## config.mk

```make
export PLATFORM = sky130hd
export DESIGN_NAME = impq_ctrl
export DESIGN_NICKNAME = d
export VERILOG_FILES = /design/src/hw/rtl/impq_pkg.sv /design/src/hw/rtl/impq_ctrl.sv
export SDC_FILE = /design/constraint.sdc
export NUM_CORES = 1
export LEC_CHECK = 0
export ABC_AREA = 1
export BUFFER_PORTS_ARGS = -buffer_cell sky130_fd_sc_hd__buf_2
export CORE_MARGIN = 5
export CORE_UTILIZATION = 40
export DETAILED_ROUTE_END_ITERATION = 8
export PLACE_DENSITY_LB_ADDON = 0.1
export SLEW_MARGIN = 15
export SYNTH_ARGS = -nofsm -noshare
export SYNTH_HDL_FRONTEND = slang
export SYNTH_SLANG_ARGS = --single-unit
export TNS_END_PERCENT = 5
```

## constraint.sdc

```tcl
create_clock -name clk_i -period 3 [get_ports clk_i]
set_clock_uncertainty 0.2 [all_clocks]
set_input_delay 0.45 -clock clk_i [delete_from_list [all_inputs] [get_ports clk_i]]
set_output_delay 0.45 -clock clk_i [all_outputs]
set_load 0.01 [all_outputs]
```

## src/hw/rtl/impq_pkg.sv

```systemverilog
// ----------------------------------------------------------------------------
// impq_pkg: shared types and constants of the indexed min priority queue
// Sizes, function codes and the command/status bundles between the
// controller and the datapath.
// ----------------------------------------------------------------------------
`default_nettype none

package impq_pkg;

  localparam int unsigned CAPACITY = 256;
  localparam int unsigned IDX_W    = $clog2(CAPACITY);
  localparam int unsigned CNT_W    = $clog2(CAPACITY + 1);
  localparam int unsigned KEY_W    = 32;
  localparam int unsigned VTX_W    = 8;
  localparam int unsigned RANK_W   = 8;
  localparam int unsigned FUNC_W   = 2;

  typedef enum logic [FUNC_W-1:0] {
    FUNC_SET  = 2'd0,
    FUNC_POP  = 2'd1,
    FUNC_PEEK = 2'd2,
    FUNC_NONE = 2'd3
  } func_e;

  typedef enum logic [2:0] {
    PTR_HOLD,
    PTR_ZERO,
    PTR_RANK,
    PTR_INC,
    PTR_DEC,
    PTR_OCC
  } ptr_op_e;

  typedef enum logic [1:0] {
    OCC_HOLD,
    OCC_INC,
    OCC_DEC
  } occ_op_e;

  typedef enum logic [1:0] {
    WR_NONE,
    WR_DOWN,
    WR_UP,
    WR_NEW
  } wr_op_e;

  typedef enum logic [1:0] {
    RES_HOLD,
    RES_EMPTY,
    RES_DATA
  } res_op_e;

  typedef enum logic {
    RD_PTR,
    RD_PTR_M1
  } rd_sel_e;

  typedef struct packed {
    logic    latch;
    ptr_op_e ptr_op;
    logic    pos_load;
    occ_op_e occ_op;
    logic    rd_en;
    rd_sel_e rd_sel;
    wr_op_e  wr_op;
    res_op_e res_op;
    logic    emit;
  } cmd_t;

  typedef struct packed {
    func_e func;
    logic  occ_zero;
    logic  occ_full;
    logic  rank_ge_occ;
    logic  ptr_lt_occ;
    logic  ptr_gt_pos;
    logic  vtx_match;
    logic  key_eq;
    logic  key_less;
    logic  out_busy;
  } sts_t;

endpackage

`default_nettype wire

```

## src/hw/rtl/impq_ctrl.sv

```systemverilog
// ----------------------------------------------------------------------------
// impq_ctrl: sequencer of the indexed min priority queue
// Walks search, delete, scan, shift and emit steps over the cell memory.
// ----------------------------------------------------------------------------
`default_nettype none

module impq_ctrl (
  input  wire logic           clk_i,
  input  wire logic           rst_ni,
  input  wire logic           in_valid_i,
  output logic                in_stall_o,
  input  wire impq_pkg::sts_t sts_i,
  output impq_pkg::cmd_t      cmd_o
);

  typedef enum logic [13:0] {
    ST_IDLE     = 14'b00000000000001,
    ST_DECODE   = 14'b00000000000010,
    ST_SRCH_RD  = 14'b00000000000100,
    ST_SRCH_CHK = 14'b00000000001000,
    ST_DEL_RD   = 14'b00000000010000,
    ST_DEL_WR   = 14'b00000000100000,
    ST_INS      = 14'b00000001000000,
    ST_SCAN_RD  = 14'b00000010000000,
    ST_SCAN_CHK = 14'b00000100000000,
    ST_SH_RD    = 14'b00001000000000,
    ST_SH_WR    = 14'b00010000000000,
    ST_PUT      = 14'b00100000000000,
    ST_GET_CHK  = 14'b01000000000000,
    ST_EMIT     = 14'b10000000000000
  } state_e;

  state_e state_q, state_d;

  always_ff @(posedge clk_i or negedge rst_ni) begin
    if (!rst_ni) begin
      state_q <= ST_IDLE;
    end else begin
      state_q <= state_d;
    end
  end

  assign in_stall_o = (state_q != ST_IDLE);

  always_comb begin
    state_d = state_q;
    cmd_o   = '{latch: 1'b0, ptr_op: impq_pkg::PTR_HOLD, pos_load: 1'b0,
                occ_op: impq_pkg::OCC_HOLD, rd_en: 1'b0, rd_sel: impq_pkg::RD_PTR,
                wr_op: impq_pkg::WR_NONE, res_op: impq_pkg::RES_HOLD, emit: 1'b0};
    unique case (state_q)
      ST_IDLE: begin
        if (in_valid_i) begin
          cmd_o.latch = 1'b1;
          state_d     = ST_DECODE;
        end
      end
      ST_DECODE: begin
        unique case (sts_i.func)
          impq_pkg::FUNC_SET: begin
            cmd_o.ptr_op = impq_pkg::PTR_ZERO;
            state_d      = ST_SRCH_RD;
          end
          impq_pkg::FUNC_POP: begin
            if (sts_i.occ_zero) begin
              cmd_o.res_op = impq_pkg::RES_EMPTY;
              state_d      = ST_EMIT;
            end else begin
              // point at the head cell, read it next cycle
              cmd_o.ptr_op = impq_pkg::PTR_ZERO;
              state_d      = ST_SRCH_CHK;
            end
          end
          impq_pkg::FUNC_PEEK: begin
            if (sts_i.rank_ge_occ) begin
              cmd_o.res_op = impq_pkg::RES_EMPTY;
              state_d      = ST_EMIT;
            end else begin
              cmd_o.ptr_op = impq_pkg::PTR_RANK;
              state_d      = ST_SRCH_CHK;
            end
          end
          default: state_d = ST_IDLE;
        endcase
      end
      ST_SRCH_RD: begin
        if (sts_i.ptr_lt_occ) begin
          cmd_o.rd_en = 1'b1;
          state_d     = ST_SRCH_CHK;
        end else begin
          state_d = ST_INS;
        end
      end
      ST_SRCH_CHK: begin
        if (sts_i.func == impq_pkg::FUNC_PEEK || sts_i.func == impq_pkg::FUNC_POP) begin
          // pointer holds the rank or the head: issue the read, then report it
          cmd_o.rd_en = 1'b1;
          state_d     = ST_GET_CHK;
        end else if (sts_i.vtx_match) begin
          if (sts_i.key_eq) begin
            state_d = ST_IDLE;
          end else begin
            cmd_o.ptr_op = impq_pkg::PTR_INC;
            state_d      = ST_DEL_RD;
          end
        end else begin
          cmd_o.ptr_op = impq_pkg::PTR_INC;
          state_d      = ST_SRCH_RD;
        end
      end
      ST_GET_CHK: begin
        cmd_o.res_op = impq_pkg::RES_DATA;
        if (sts_i.func == impq_pkg::FUNC_POP) begin
          cmd_o.ptr_op = impq_pkg::PTR_INC;
          state_d      = ST_DEL_RD;
        end else begin
          state_d = ST_EMIT;
        end
      end
      ST_DEL_RD: begin
        if (sts_i.ptr_lt_occ) begin
          cmd_o.rd_en = 1'b1;
          state_d     = ST_DEL_WR;
        end else begin
          cmd_o.occ_op = impq_pkg::OCC_DEC;
          state_d      = (sts_i.func == impq_pkg::FUNC_SET) ? ST_INS : ST_EMIT;
        end
      end
      ST_DEL_WR: begin
        cmd_o.wr_op  = impq_pkg::WR_DOWN;
        cmd_o.ptr_op = impq_pkg::PTR_INC;
        state_d      = ST_DEL_RD;
      end
      ST_INS: begin
        if (sts_i.occ_full) begin
          state_d = ST_IDLE;
        end else begin
          cmd_o.ptr_op = impq_pkg::PTR_ZERO;
          state_d      = ST_SCAN_RD;
        end
      end
      ST_SCAN_RD: begin
        if (sts_i.ptr_lt_occ) begin
          cmd_o.rd_en = 1'b1;
          state_d     = ST_SCAN_CHK;
        end else begin
          cmd_o.pos_load = 1'b1;
          cmd_o.ptr_op   = impq_pkg::PTR_OCC;
          state_d        = ST_SH_RD;
        end
      end
      ST_SCAN_CHK: begin
        if (sts_i.key_less) begin
          cmd_o.ptr_op = impq_pkg::PTR_INC;
          state_d      = ST_SCAN_RD;
        end else begin
          cmd_o.pos_load = 1'b1;
          cmd_o.ptr_op   = impq_pkg::PTR_OCC;
          state_d        = ST_SH_RD;
        end
      end
      ST_SH_RD: begin
        if (sts_i.ptr_gt_pos) begin
          cmd_o.rd_en  = 1'b1;
          cmd_o.rd_sel = impq_pkg::RD_PTR_M1;
          state_d      = ST_SH_WR;
        end else begin
          state_d = ST_PUT;
        end
      end
      ST_SH_WR: begin
        cmd_o.wr_op  = impq_pkg::WR_UP;
        cmd_o.ptr_op = impq_pkg::PTR_DEC;
        state_d      = ST_SH_RD;
      end
      ST_PUT: begin
        cmd_o.wr_op  = impq_pkg::WR_NEW;
        cmd_o.occ_op = impq_pkg::OCC_INC;
        state_d      = ST_IDLE;
      end
      ST_EMIT: begin
        if (!sts_i.out_busy) begin
          cmd_o.emit = 1'b1;
          state_d    = ST_IDLE;
        end
      end
      default: state_d = ST_IDLE;
    endcase
  end

endmodule

`default_nettype wire

```

# Yosys cells after proc, flatten, opt, wreduce, memory -nomap -nowiden
# Cells that the tools add are included.
dict set report totals {
  elab_cells 70
  out_inout_bits 15
  regBits 14
  inputBits 14
}
dict set report op_classes {
  mux 46
  reduce_logical 4
  n_eq_ne 19
}
# operator count
set op_table {}
lappend op_table {{$pmux W14 S13} 1}
lappend op_table {{$mux W14} 9}
lappend op_table {{$pmux W14 S3} 1}
lappend op_table {{$pmux W3 S8} 1}
lappend op_table {{$mux W10} 2}
lappend op_table {{$eq A14 B1 Y1 const B} 1}
lappend op_table {{$eq A14 B10 Y1 const B} 1}
lappend op_table {{$eq A14 B11 Y1 const B} 1}
lappend op_table {{$eq A14 B12 Y1 const B} 1}
lappend op_table {{$eq A14 B13 Y1 const B} 1}
lappend op_table {{$eq A14 B14 Y1 const B} 1}
lappend op_table {{$eq A14 B2 Y1 const B} 1}
lappend op_table {{$eq A14 B3 Y1 const B} 1}
lappend op_table {{$eq A14 B4 Y1 const B} 1}
lappend op_table {{$eq A14 B5 Y1 const B} 1}
lappend op_table {{$eq A14 B6 Y1 const B} 1}
lappend op_table {{$eq A14 B7 Y1 const B} 1}
lappend op_table {{$eq A14 B8 Y1 const B} 1}
lappend op_table {{$eq A14 B9 Y1 const B} 1}
lappend op_table {{$ne A14 B1 Y1 const B} 1}
lappend op_table {{$mux W1} 12}
lappend op_table {{$mux W12} 1}
lappend op_table {{$pmux W2 S3} 2}
lappend op_table {{$mux W2} 5}
lappend op_table {{other kinds (15)} 20}

# Logic depth before layout (Yosys ltp)
# Gate-level depths: netlist of the first run.
dict set report logic_depth {
  word_depth 4
  depth_mapped 9
  mapped_depth_nobuf 9
}

# Worst setup path before layout of the first run
# No wires, ideal clock.
dict set report synth_path {
  path_kind {register to output}
  from {register state_q[1]}
  to {output port cmd_o[12] (netlist bit)}
  path_slack_ns 1.092
  required_time_ns 2.350
  stages_incl_launch_ff 8
  t_arrival_ns 1.258
  n_path_buf 0
  path_cell_list {dfrtp_1 > nor2_2 > nand2_2 > nor2_1 > nand2_1 > o22ai_2 > inv_2 > nand2_1}
}
# element line_no
set synth_rtl {}
lappend synth_rtl {{start, declared} impq_ctrl.sv:33} ;# state_e state_q, state_d;
lappend synth_rtl {{start signal, assigned} impq_ctrl.sv:39} ;# state_q <= state_d;
lappend synth_rtl {{end, declared} impq_ctrl.sv:13} ;# output impq_pkg::cmd_t cmd_o

==> run summary, run 1 <==
initial core utilization: 42.15%
worst-case reg-to-reg path depth: 7
synthesized area: 1172 um^2
crit path DAT: 1820 ps
hold_ws: 109.2 ps
Switching Power: 236.4 uW
die area: 4114 um^2
CP startpoint kind: flop
DR iter-0 viols: 45
Synth cell types: 26
synthesized instance count: 177
max-slew violation count: 0
Max Cap Viol: 0
DR DRC count: 0
final hold viol count: 0
Design Power: 599.6 uW
# setup viols final: 0
grt met1 use: 20.65%
GRT Overall Usage: 15.09%
Required @ worst endpoint: 2350 ps
Gate power share: 39.3%
routability congestion estimate from global placement: 0.8596
Seq pwr share: 36.6%
FILL cells: 288
Worst path slowest cell: dfrtp_1
global-route track usage on met2: 23.62%
WL/cell: 12.63 um
grt peak-use layer: met2
Die W: 64.14 um
register area share after synthesis: 29.99%
Ys Warns: 0
slowest stage delay, CP: 430 ps
CTS tree: done
detailed-route via count: 1,172
max reg flops: 14
layout net count: 228
I/O Buffers: 28
root buffer cell: clkbuf_4
max_slew headroom: 77.22%
WL final: 3030 um
GR Overflow Total: 0
most frequent cells in the layout: nand2_1 (41), nor2_1 (36), buf_2 (28)
Site Rows: 19
Clock transition at path regs: 90 ps
worst r2r dst: state_q[13]
fraction of final layout cells sized beyond drive strength 1: 26.79%
post-synthesis register bit count: 14
dpl hpwl: 2545 um
vias per inst: 4.883
minimum clock period: 2474 ps
Slew @ Worst Pin: 341.7 ps
Top Registers: state_q (14)
Synth Area per Inst: 6.624 um^2
DRT Pass-1 Iters: 5
grt met3 use: 2.627%
Internal: 363.2 uW
worst min-delay path category: primary input to flop
crit end category: output pin
most common cell after layout, fill and taps aside: nand2_1
initial antenna violation count: 0
Sink Count: 14
end of the worst hold path: state_q[11]
critical path type: flop to output pin
total inserted antenna cells: 0
die height: 64.14 um
Cell Chain, Critical Path: nor2_4 > nand2_4 > nor2_8 > nand2_1 > nor2_2 > nand3_1 > nand4_1 > buf_2
highest clock rate: 404.2 MHz
Min-Delay Startpoint: sts_i[4]
crit path max fanout: 16
Max clock buf depth: 2
largest register by flop count: state_q
latest clock arrival within the worst-skew pair: 290 ps
reg-to-reg setup timing slack: 1320 ps
Sw Share: 39.42%
status: completed
vias in the first global route: 1,136
part of the power in the clock network: 24.1%
DRT antenna net count: 0
Final Util: 49.84%
core area: 2781 um^2
Net Count, Synth: 195
Area growth, synth to finish: 18.25%
Power Density: 432.5 nW/um^2
io pins: 29
first-pass GRT wire length: 4968 um
Sum Neg Setup Slack: 0 ps
Post-CTS Resized: 0
Max IR drop VDD: 0.0002488 V
RSZ-0062 raised after global routing: no
hold-critical path depth: 2
Leak Pwr: 0.0008159 uW
fin crit share: 82.48%
r2r startpoint: state_q[10]
CTS Buf Count: 3
CTS H-Tree Depth: 1
largest net degree at the start of global routing: 17
==> layout make-up <==
type	count	area (um^2)	share of cell area, %
clock buffer	4	36.28	2.617
inverter	28	105.1	7.581
multi-input combinational	134	704.4	50.81
sequential	14	351.6	25.36
tap	31	38.79	2.798
timing repair buffer	29	150.1	10.83
==> per-layer routing <==
metal,part of all wire [%],vias to the layer above
met4,1.7,0
met1,46,511
met5,0,-
met3,5.3,6
li1,-,620
met2,47,35
==> cells by family (layout without fill, tap and decap cells) <==
logic type,Yosys count,count (layout),synth area share (%)
adders and majority gates,4,4,4.269
buffers and inverters,29,61,9.925
DFF,14,14,29.99
and+or+nand+nor,115,115,46.96
AOI/OAI and AO/OA,15,15,8.858
==> metrics by stage <==
stage | worst slack, ps | area, um^2 | cells
2_1_floorplan | 1092 | 1172 | 177
3_3_place_gp | 877.0 | 1340 | 235
3_5_place_dp | 870.0 | 1340 | 235
4_1_cts | 539.2 | 1386 | 240
5_1_grt | 333.3 | 1386 | 240
6_report | 525.7 | 1386 | 240
==> cells in the mapped netlist <==
| cell | number | area share, % |
|---|---|---|
| o22ai_1 | 3 | 1.6 |
| inv_2 | 3 | 0.96 |
| a21oi_2 | 1 | 0.75 |
| o2111ai_1 | 1 | 0.75 |
| nor2_4 | 1 | 0.96 |
| nand2_1 | 41 | 13 |
| o21ai_1 | 2 | 0.85 |
| nand2_2 | 2 | 1.1 |
| o31ai_2 | 1 | 1.1 |
| inv_1 | 25 | 8.0 |
| nand4_1 | 5 | 2.7 |
| and2_1 | 1 | 0.53 |
| nor2_2 | 9 | 4.8 |
| dfrtp_1 | 13 | 28 |
| or2_2 | 1 | 0.53 |
| dfstp_2 | 1 | 2.2 |
| buf_6 | 1 | 0.96 |
| nand3_1 | 14 | 6.0 |
| nor2_8 | 2 | 3.4 |
| nand2_4 | 2 | 1.9 |
| nor2_1 | 36 | 12 |
| o22ai_2 | 1 | 1.1 |
| ha_1 | 4 | 4.3 |
| o21ai_0 | 5 | 2.1 |
| nor3_1 | 1 | 0.43 |
| a21o_1 | 1 | 0.64 |
==> how the worst max path moves through the flow <==
stage / start / end / slack [ps] / cells after the start
floorplan: state_q[1] / cmd_o[12] / 1090 / 7
global placement: state_q[4] / cmd_o[6] / 880 / 7
detailed placement: state_q[7] / cmd_o[6] / 870 / 7
CTS: state_q[7] / cmd_o[6] / 540 / 7
global route: state_q[13] / cmd_o[11] / 330 / 8
finish: state_q[10] / cmd_o[11] / 530 / 8
==> worst max-delay path: cells and delay by family, from the launching register on <==
| family | cells | cell delay, ps |
|---|---|---|
| flip-flops | 1 | 430 |
| buffers and inverters | 1 | 130 |
| AND/OR/NAND/NOR | 7 | 970 |
==> repair_timing <==
item	CTS	global route
setup endpoints to repair	0	0
endpoints found under the hold margin	13	0
setup buffers	0	0
hold buffers	1	0
==> power by group through the flow <==
stage / logic, uW / registers, uW / clock network (uW)
5_1_grt: 264 / 221 / 150
2_1_floorplan: 173 / 221 / 0
3_5_place_dp: 233 / 223 / 0
4_1_cts: 235 / 219 / 143
3_3_place_gp: 235 / 222 / 0
6_report: 236 / 219 / 145
Note: power is estimated with default switching activity, not from simulation.
==> run 2: changes to the inputs <==
--- a/config.mk
+++ b/config.mk
@@ -5,7 +5,7 @@
 export SDC_FILE = /design/constraint.sdc
 export NUM_CORES = 1
 export LEC_CHECK = 0
-export ABC_AREA = 1
+export ABC_AREA = 0
 export BUFFER_PORTS_ARGS = -buffer_cell sky130_fd_sc_hd__buf_2
 export CORE_MARGIN = 5
 export CORE_UTILIZATION = 40
==> constraint.sdc (replaced) <==
create_clock -name clk_i -period 2.2 [get_ports clk_i]
set_clock_uncertainty 0.2 [all_clocks]
set_input_delay 0.33 -clock clk_i [delete_from_list [all_inputs] [get_ports clk_i]]
set_output_delay 0.33 -clock clk_i [all_outputs]
set_load 0.01 [all_outputs]
==> run summary, run 2 <==
DRT Pass-1 Iters: 4 (was 5)
core area: 2805 um^2 (was 2781 um^2)
total inserted antenna cells: 0 (unchanged)
Internal: 666.6 uW (was 363.2 uW)
Synth cell types: 44 (was 26)
met2 WL: 2009 um (was 1409 um)
Synth area leaders: dfrtp_1 (27%), nor2_1 (5.4%), ha_1 (4.2%) (was dfrtp_1 (28%), nand2_1 (13%), nor2_1 (12%))
CTS tree: done (unchanged)
Max IR drop VDD: 0.0003017 V (was 0.0002488 V)
Seq pwr share: 28.8% (was 36.6%)
async set-reset flop share out of synthesis: 100.0% (unchanged)
Net Count, Synth: 157 (was 195)
GR Overflow Total: 0 (unchanged)
fin crit share: 126.1%
RSZ-0062 raised after global routing: yes (was no)
Final Util: 62.58% (was 49.84%)
root buffer cell: clkbuf_4 (unchanged)
largest delay contributor family on the critical path: simple AND/OR/NAND/NOR gates (unchanged)
Synth top cells by count: nor2_1 (17), dfrtp_1 (13), inv_1 (11) (was nand2_1 (41), nor2_1 (36), inv_1 (25))
Cell Chain, Critical Path: nor4_4 > nand2_2 > or4b_4 > o221a_1 > o2111ai_1 > buf_2 (was nor2_4 > nand2_4 > nor2_8 > nand2_1 > nor2_2 > nand3_1 > nand4_1 > buf_2)
post-synth top area cell: dfrtp_1 (unchanged)
Setup WS post-layout: -574.4 ps (was 525.7 ps)
Gate power share: 52.3% (was 39.3%)
Sw Share: 37.25% (was 39.42%)
crit path DAT: 2240 ps (was 1820 ps)
max reg flops: 14 (unchanged)
share of the synthesized area in the top cell type: 27.40% (was 27.75%)
routability congestion estimate from global placement: 0.9296 (was 0.8596)
Required @ worst endpoint: 1670 ps (was 2350 ps)
synthesized instance count: 139 (was 177)
Die W: 64.49 um (was 64.14 um)
Area growth, synth to finish: 47.84% (was 18.25%)
die area: 4158 um^2 (was 4114 um^2)
worst min-delay path category: primary input to flop (unchanged)
DR DRC count: 0 (unchanged)
M1 WL: 1546 um (was 1406 um)
initial antenna violation count: 0 (unchanged)
number of synthesized flops with an enable pin: 0 (unchanged)
fraction of final layout cells sized beyond drive strength 1: 46.57% (was 26.79%)
synthesized area: 1187 um^2 (was 1172 um^2)
register area share after synthesis: 29.61% (was 29.99%)
most numerous cell in the Yosys netlist: nor2_1 (was nand2_1)
FILL cells: 266 (was 288)
setup bufs post-CTS: 0 (unchanged)
initial core utilization: 42.33% (was 42.15%)
Site Rows: 19 (unchanged)
Switching Power: 395.8 uW (was 236.4 uW)
post-synthesis register bit count: 14 (unchanged)
final hold viol count: 0 (unchanged)
Max Used Layer: met4 (unchanged)
Met3 Wirelength: 153 um (was 161 um)
io pins: 29 (unchanged)
WP buf/inv: 1 (unchanged)
failing checks: setup timing
die height: 64.49 um (was 64.14 um)
layout net count: 223 (was 228)
DR iter-0 viols: 65 (was 45)
largest net degree at the start of global routing: 15 (was 17)
crit end category: output pin (unchanged)
first-pass GRT wire length: 6499 um (was 4968 um)
Ys Warns: 0 (unchanged)
WL/cell: 16.12 um (was 12.63 um)
Sink Count: 14 (unchanged)
GRT Overall Usage: 19.85% (was 15.09%)
DRT antenna net count: 0 (unchanged)
Max clock buf depth: 2 (unchanged)
crit path max fanout: 3 (was 16)
Synth Area per Inst: 8.542 um^2 (was 6.624 um^2)
max_slew headroom: 72.08% (was 77.22%)
detailed-route via count: 1,337 (was 1,172)
WL final: 3788 um (was 3030 um)
most frequent cells in the layout: buf_4 (34), buf_2 (27), nor2_1 (14) (was nand2_1 (41), nor2_1 (36), buf_2 (28))
CP startpoint kind: flop (unchanged)
latest clock arrival within the worst-skew pair: 300 ps (was 290 ps)
CTS H-Tree Depth: 1 (unchanged)
I/O Buffers: 28 (unchanged)
most common cell after layout, fill and taps aside: buf_4 (was nand2_1)
CTS Buf Count: 3 (unchanged)
highest clock rate: 360.4 MHz
Max Cap Viol: 0 (unchanged)
dpl hpwl: 3077 um (was 2545 um)
ys flop type: dfrtp_1 (unchanged)
Sum Neg Setup Slack: -5574 ps (was 0 ps)
Clock transition at path regs: 90 ps (about the same)
Worst path slowest cell: or4b_4 (was dfrtp_1)
vias in the first global route: 1,366 (was 1,136)
slowest stage delay, CP: 510 ps (was 430 ps)
Slew @ Worst Pin: 415.6 ps (was 341.7 ps)
Power Density: 605.2 nW/um^2 (was 432.5 nW/um^2)
part of the power in the clock network: 19.0% (was 24.1%)
minimum clock period: 2774 ps
vias per inst: 5.689 (was 4.883)
critical path type: flop to output pin (unchanged)
Top Registers: state_q (14) (unchanged)
status: finished, violations left (was completed)
largest register by flop count: state_q (unchanged)
# setup viols final: 16 (was 0)
Leak Pwr: 0.0008792 uW (was 0.0008159 uW)
max-slew violation count: 0 (unchanged)
[run 2: cell count changes after synthesis, sizes merged, moves of 6 or more]
cell    previous run  this run
nor2              48        17
inv               28        11
nand3             14         4
nand2             45         9
nor3               1         7
nand2b             0         7
[run 2: cell families after synthesis]
family | count (synthesis) | share of synthesized area (%)
buffers and inverters | 14 | 6.322
XOR/XNOR | 3 | 2.213
flip-flops | 14 | 29.61
AND/OR/NAND/NOR | 75 | 41.20
AO/OA/AOI/OAI | 29 | 16.44
adder cells (fa/ha/maj) | 4 | 4.215
[run 2: final timing paths]
| kind | from | to | slack (ps) | depth (start not counted) |
|---|---|---|---|---|
| max | state_q[6] | cmd_o[10] | -570 | 6 |
| min reg2reg | state_q[9] | state_q[11] | 480 | 3 |
| min | sts_i[4] | state_q[11] | 10 | 2 |
| min in group asynchronous | rst_ni | state_q[8] | 270 | 2 |
| max reg2reg | state_q[9] | state_q[4] | -100 | 6 |
| max in group asynchronous | rst_ni | state_q[0] | 1230 | 2 |
[run 2: final cells by class]
cell class / count / area (um^2) / area share [%]
Clock buffer: 4 / 36.28 / 2.067
Timing Repair Buffer: 64 / 422.9 / 24.09
Sequential cell: 14 / 351.6 / 20.03
Tap cell: 31 / 38.79 / 2.210
Multi-Input combinational cell: 111 / 864.6 / 49.25
Inverter: 11 / 41.29 / 2.352
[run 2: timing repair]
item | 4_1_cts | 5_1_grt
pin swaps | 8 | 1
cloned | 0 | 0
resized for setup | 12 | 12
setup endpoints to repair | 18 | 19
hold endpoints to repair | 13 | 0
hold buffers | 1 | 0
[run 2: metal layers]
metal,up-vias,global-route usage (%)
li1,645,-
met1,641,23.80
met2,42,35.95
met3,9,3.972
met4,0,5.541
met5,-,0
[run 2: metrics by stage]
stage / instances / setup slack [ps] / power [uW] / area (um^2) / hold WS (ps)
final: 235 / -574.4 / 1062 / 1755 / 9.609
after global routing: 235 / -681.2 / 1137 / 1755 / -4.816
after CTS: 235 / -576.6 / 1060 / 1710 / 5.369
after detailed placement: 230 / -241.5 / 807.5 / 1605 / 62.53
after floorplan: 139 / -209.7 / 561.6 / 1197 / -165.6
after global placement: 230 / -221.4 / 799.0 / 1605 / 53.00
[run 2: power by group through the flow]
stage | Sequential, uW | Clock [uW] | Combinational, uW
floorplan | 318 | 0 | 244
global placement | 311 | 0 | 488
detailed placement | 311 | 0 | 496
CTS | 307 | 208 | 545
global route | 309 | 226 | 602
finish | 306 | 201 | 555
==> run 3: changes to the inputs <==
--- a/config.mk
+++ b/config.mk
@@ -11,6 +11,7 @@
 export CORE_UTILIZATION = 40
 export DETAILED_ROUTE_END_ITERATION = 8
 export PLACE_DENSITY_LB_ADDON = 0.1
+export SKIP_CTS_REPAIR_TIMING = 1
 export SLEW_MARGIN = 15
 export SYNTH_ARGS = -nofsm -noshare
 export SYNTH_HDL_FRONTEND = slang
==> run summary, run 3 (synthesis results as in run 2) <==
status: finished, violations left (unchanged)
failing checks: setup timing (unchanged)
DR DRC count: 0 (unchanged)
Min-Delay Startpoint: sts_i[4] (unchanged)
fraction of final layout cells sized beyond drive strength 1: 46.57% (unchanged)
# setup viols final: 16 (unchanged)
initial core utilization: 42.33% (unchanged)
end of the worst hold path: state_q[11] (unchanged)
DRT Pass-1 Iters: 4 (unchanged)
hold_ws: 13.52 ps (was 9.609 ps)
Leak Pwr: 0.0008729 uW (was 0.0008792 uW)
max reg flops: 14 (unchanged)
layout net count: 223 (unchanged)
Top Registers: state_q (14) (unchanged)
Max IR drop VDD: 0.0002948 V (was 0.0003017 V)
latest clock arrival within the worst-skew pair: 290 ps (was 300 ps)
io pins: 29 (unchanged)
Required @ worst endpoint: 1670 ps (about the same)
CTS H-Tree Depth: 1 (unchanged)
crit end category: output pin (unchanged)
most frequent cells in the layout: buf_4 (34), buf_2 (28), nor2_1 (13), dfrtp_1 (13), inv_1 (11) (was buf_4 (34), buf_2 (27), nor2_1 (14))
Setup WS post-layout: -574.7 ps (was -574.4 ps)
Power Density: 610.8 nW/um^2 (was 605.2 nW/um^2)
Met3 Wirelength: 125 um (was 153 um)
largest register by flop count: state_q (unchanged)
worst r2r dst: state_q[4] (unchanged)
highest clock rate: 360.4 MHz (about the same)
worst-case reg-to-reg path depth: 6 (unchanged)
r2r startpoint: state_q[9] (unchanged)
Max Cap Viol: 0 (unchanged)
Max Used Layer: met4 (unchanged)
first-pass GRT wire length: 6348 um (was 6499 um)
most common cell after layout, fill and taps aside: buf_4 (unchanged)
die height: 64.49 um (unchanged)
met2 WL: 2009 um (unchanged)
Slew @ Worst Pin: 417.4 ps (was 415.6 ps)
Sink Count: 14 (unchanged)
crit path max fanout: 3 (unchanged)
max-slew violation count: 0 (unchanged)
pre-CTS WS: -241.5 ps (unchanged)
detailed-route via count: 1,335 (was 1,337)
DRT antenna net count: 0 (unchanged)
CTS tree: done (unchanged)
Post-DP Area: 1605 um^2 (unchanged)
vias in the first global route: 1,342 (was 1,366)
Site Rows: 19 (unchanged)
fin crit share: 126.1% (about the same)
worst min-delay path category: primary input to flop (unchanged)
critical path type: flop to output pin (unchanged)
reg-to-reg setup timing slack: -120 ps (was -100 ps)
minimum clock period: 2775 ps (was 2774 ps)
I/O Buffers: 28 (unchanged)
hold-critical path depth: 2 (unchanged)
GR Overflow Total: 0 (unchanged)
die area: 4158 um^2 (unchanged)
GRT Overall Usage: 19.38% (was 19.85%)
root buffer cell: clkbuf_4 (unchanged)
crit path DAT: 2240 ps (about the same)
Max clock buf depth: 2 (unchanged)
WL final: 3832 um (was 3788 um)
Area growth, synth to finish: 47.73% (was 47.84%)
core area: 2805 um^2 (unchanged)
vias per inst: 5.681 (was 5.689)
fin area: 1754 um^2 (was 1755 um^2)
total inserted antenna cells: 0 (unchanged)
Final Util: 62.53% (was 62.58%)
Die W: 64.49 um (unchanged)
largest net degree at the start of global routing: 15 (unchanged)
max_slew headroom: 71.96% (was 72.08%)
DR iter-0 viols: 36 (was 65)
WL/cell: 16.31 um (was 16.12 um)
RSZ-0062 raised after global routing: yes (unchanged)
Clock transition at path regs: 90 ps (about the same)
CP startpoint kind: flop (unchanged)
initial antenna violation count: 0 (unchanged)
final hold viol count: 0 (unchanged)
CTS Buf Count: 3 (unchanged)
dpl hpwl: 3077 um (unchanged)
routability congestion estimate from global placement: 0.9296 (unchanged)
M1 WL: 1588 um (was 1546 um)
FILL cells: 267 (was 266)
run 3: worst max-delay path by stage:
stage                            to  startpoint  depth (start not counted)  slack [ps]
after floorplan           cmd_o[11]  state_q[6]                          6        -210
after global placement    cmd_o[11]  state_q[9]                          5        -220
after detailed placement  cmd_o[11]  state_q[9]                          7        -240
after CTS                 cmd_o[10]  state_q[9]                          7        -580
after global routing      cmd_o[11]  state_q[9]                          5        -680
final                     cmd_o[10]  state_q[6]                          6        -570
run 3: worst max-delay path, stage by stage (launching register included):
cell and delay, ps:
dfrtp_1 420, nor4_4 340, nand2_2 120, or4b_4 510, o221a_1 300, o2111ai_1 90
buf_2 170
run 3: area by class of cell:
type	count	area [um^2]	area share (%)
Timing Repair Buffer	64	416.7	23.75
Tap cell	31	38.79	2.211
Sequential cell	14	351.6	20.04
Multi-Input combinational cell	111	869.6	49.57
Clock buffer	4	36.28	2.068
Inverter	11	41.29	2.354
run 3: where the power goes:
part	total, uW	internal, uW	switching [uW]
clock network	201	101	99.6
logic	565	284	282
registers	306	285	21.0
run 3: layer usage:
layer  track usage, %  vias up
met5                0        -
met4            6.596        0
met3            3.972       10
met2            34.28       35
met1            23.38      646
li1                 -      644
run 3: per-stage QoR:
| step | power [uW] | cells | setup TNS (ps) |
|---|---|---|---|
| 2_1_floorplan | 561.6 | 139 | -1253 |
| 3_3_place_gp | 799.0 | 230 | -1231 |
| 3_5_place_dp | 807.5 | 230 | -1595 |
| 4_1_cts | 1014 | 234 | -6920 |
| 5_1_grt | 1144 | 235 | -7592 |
| 6_report | 1071 | 235 | -5641 |
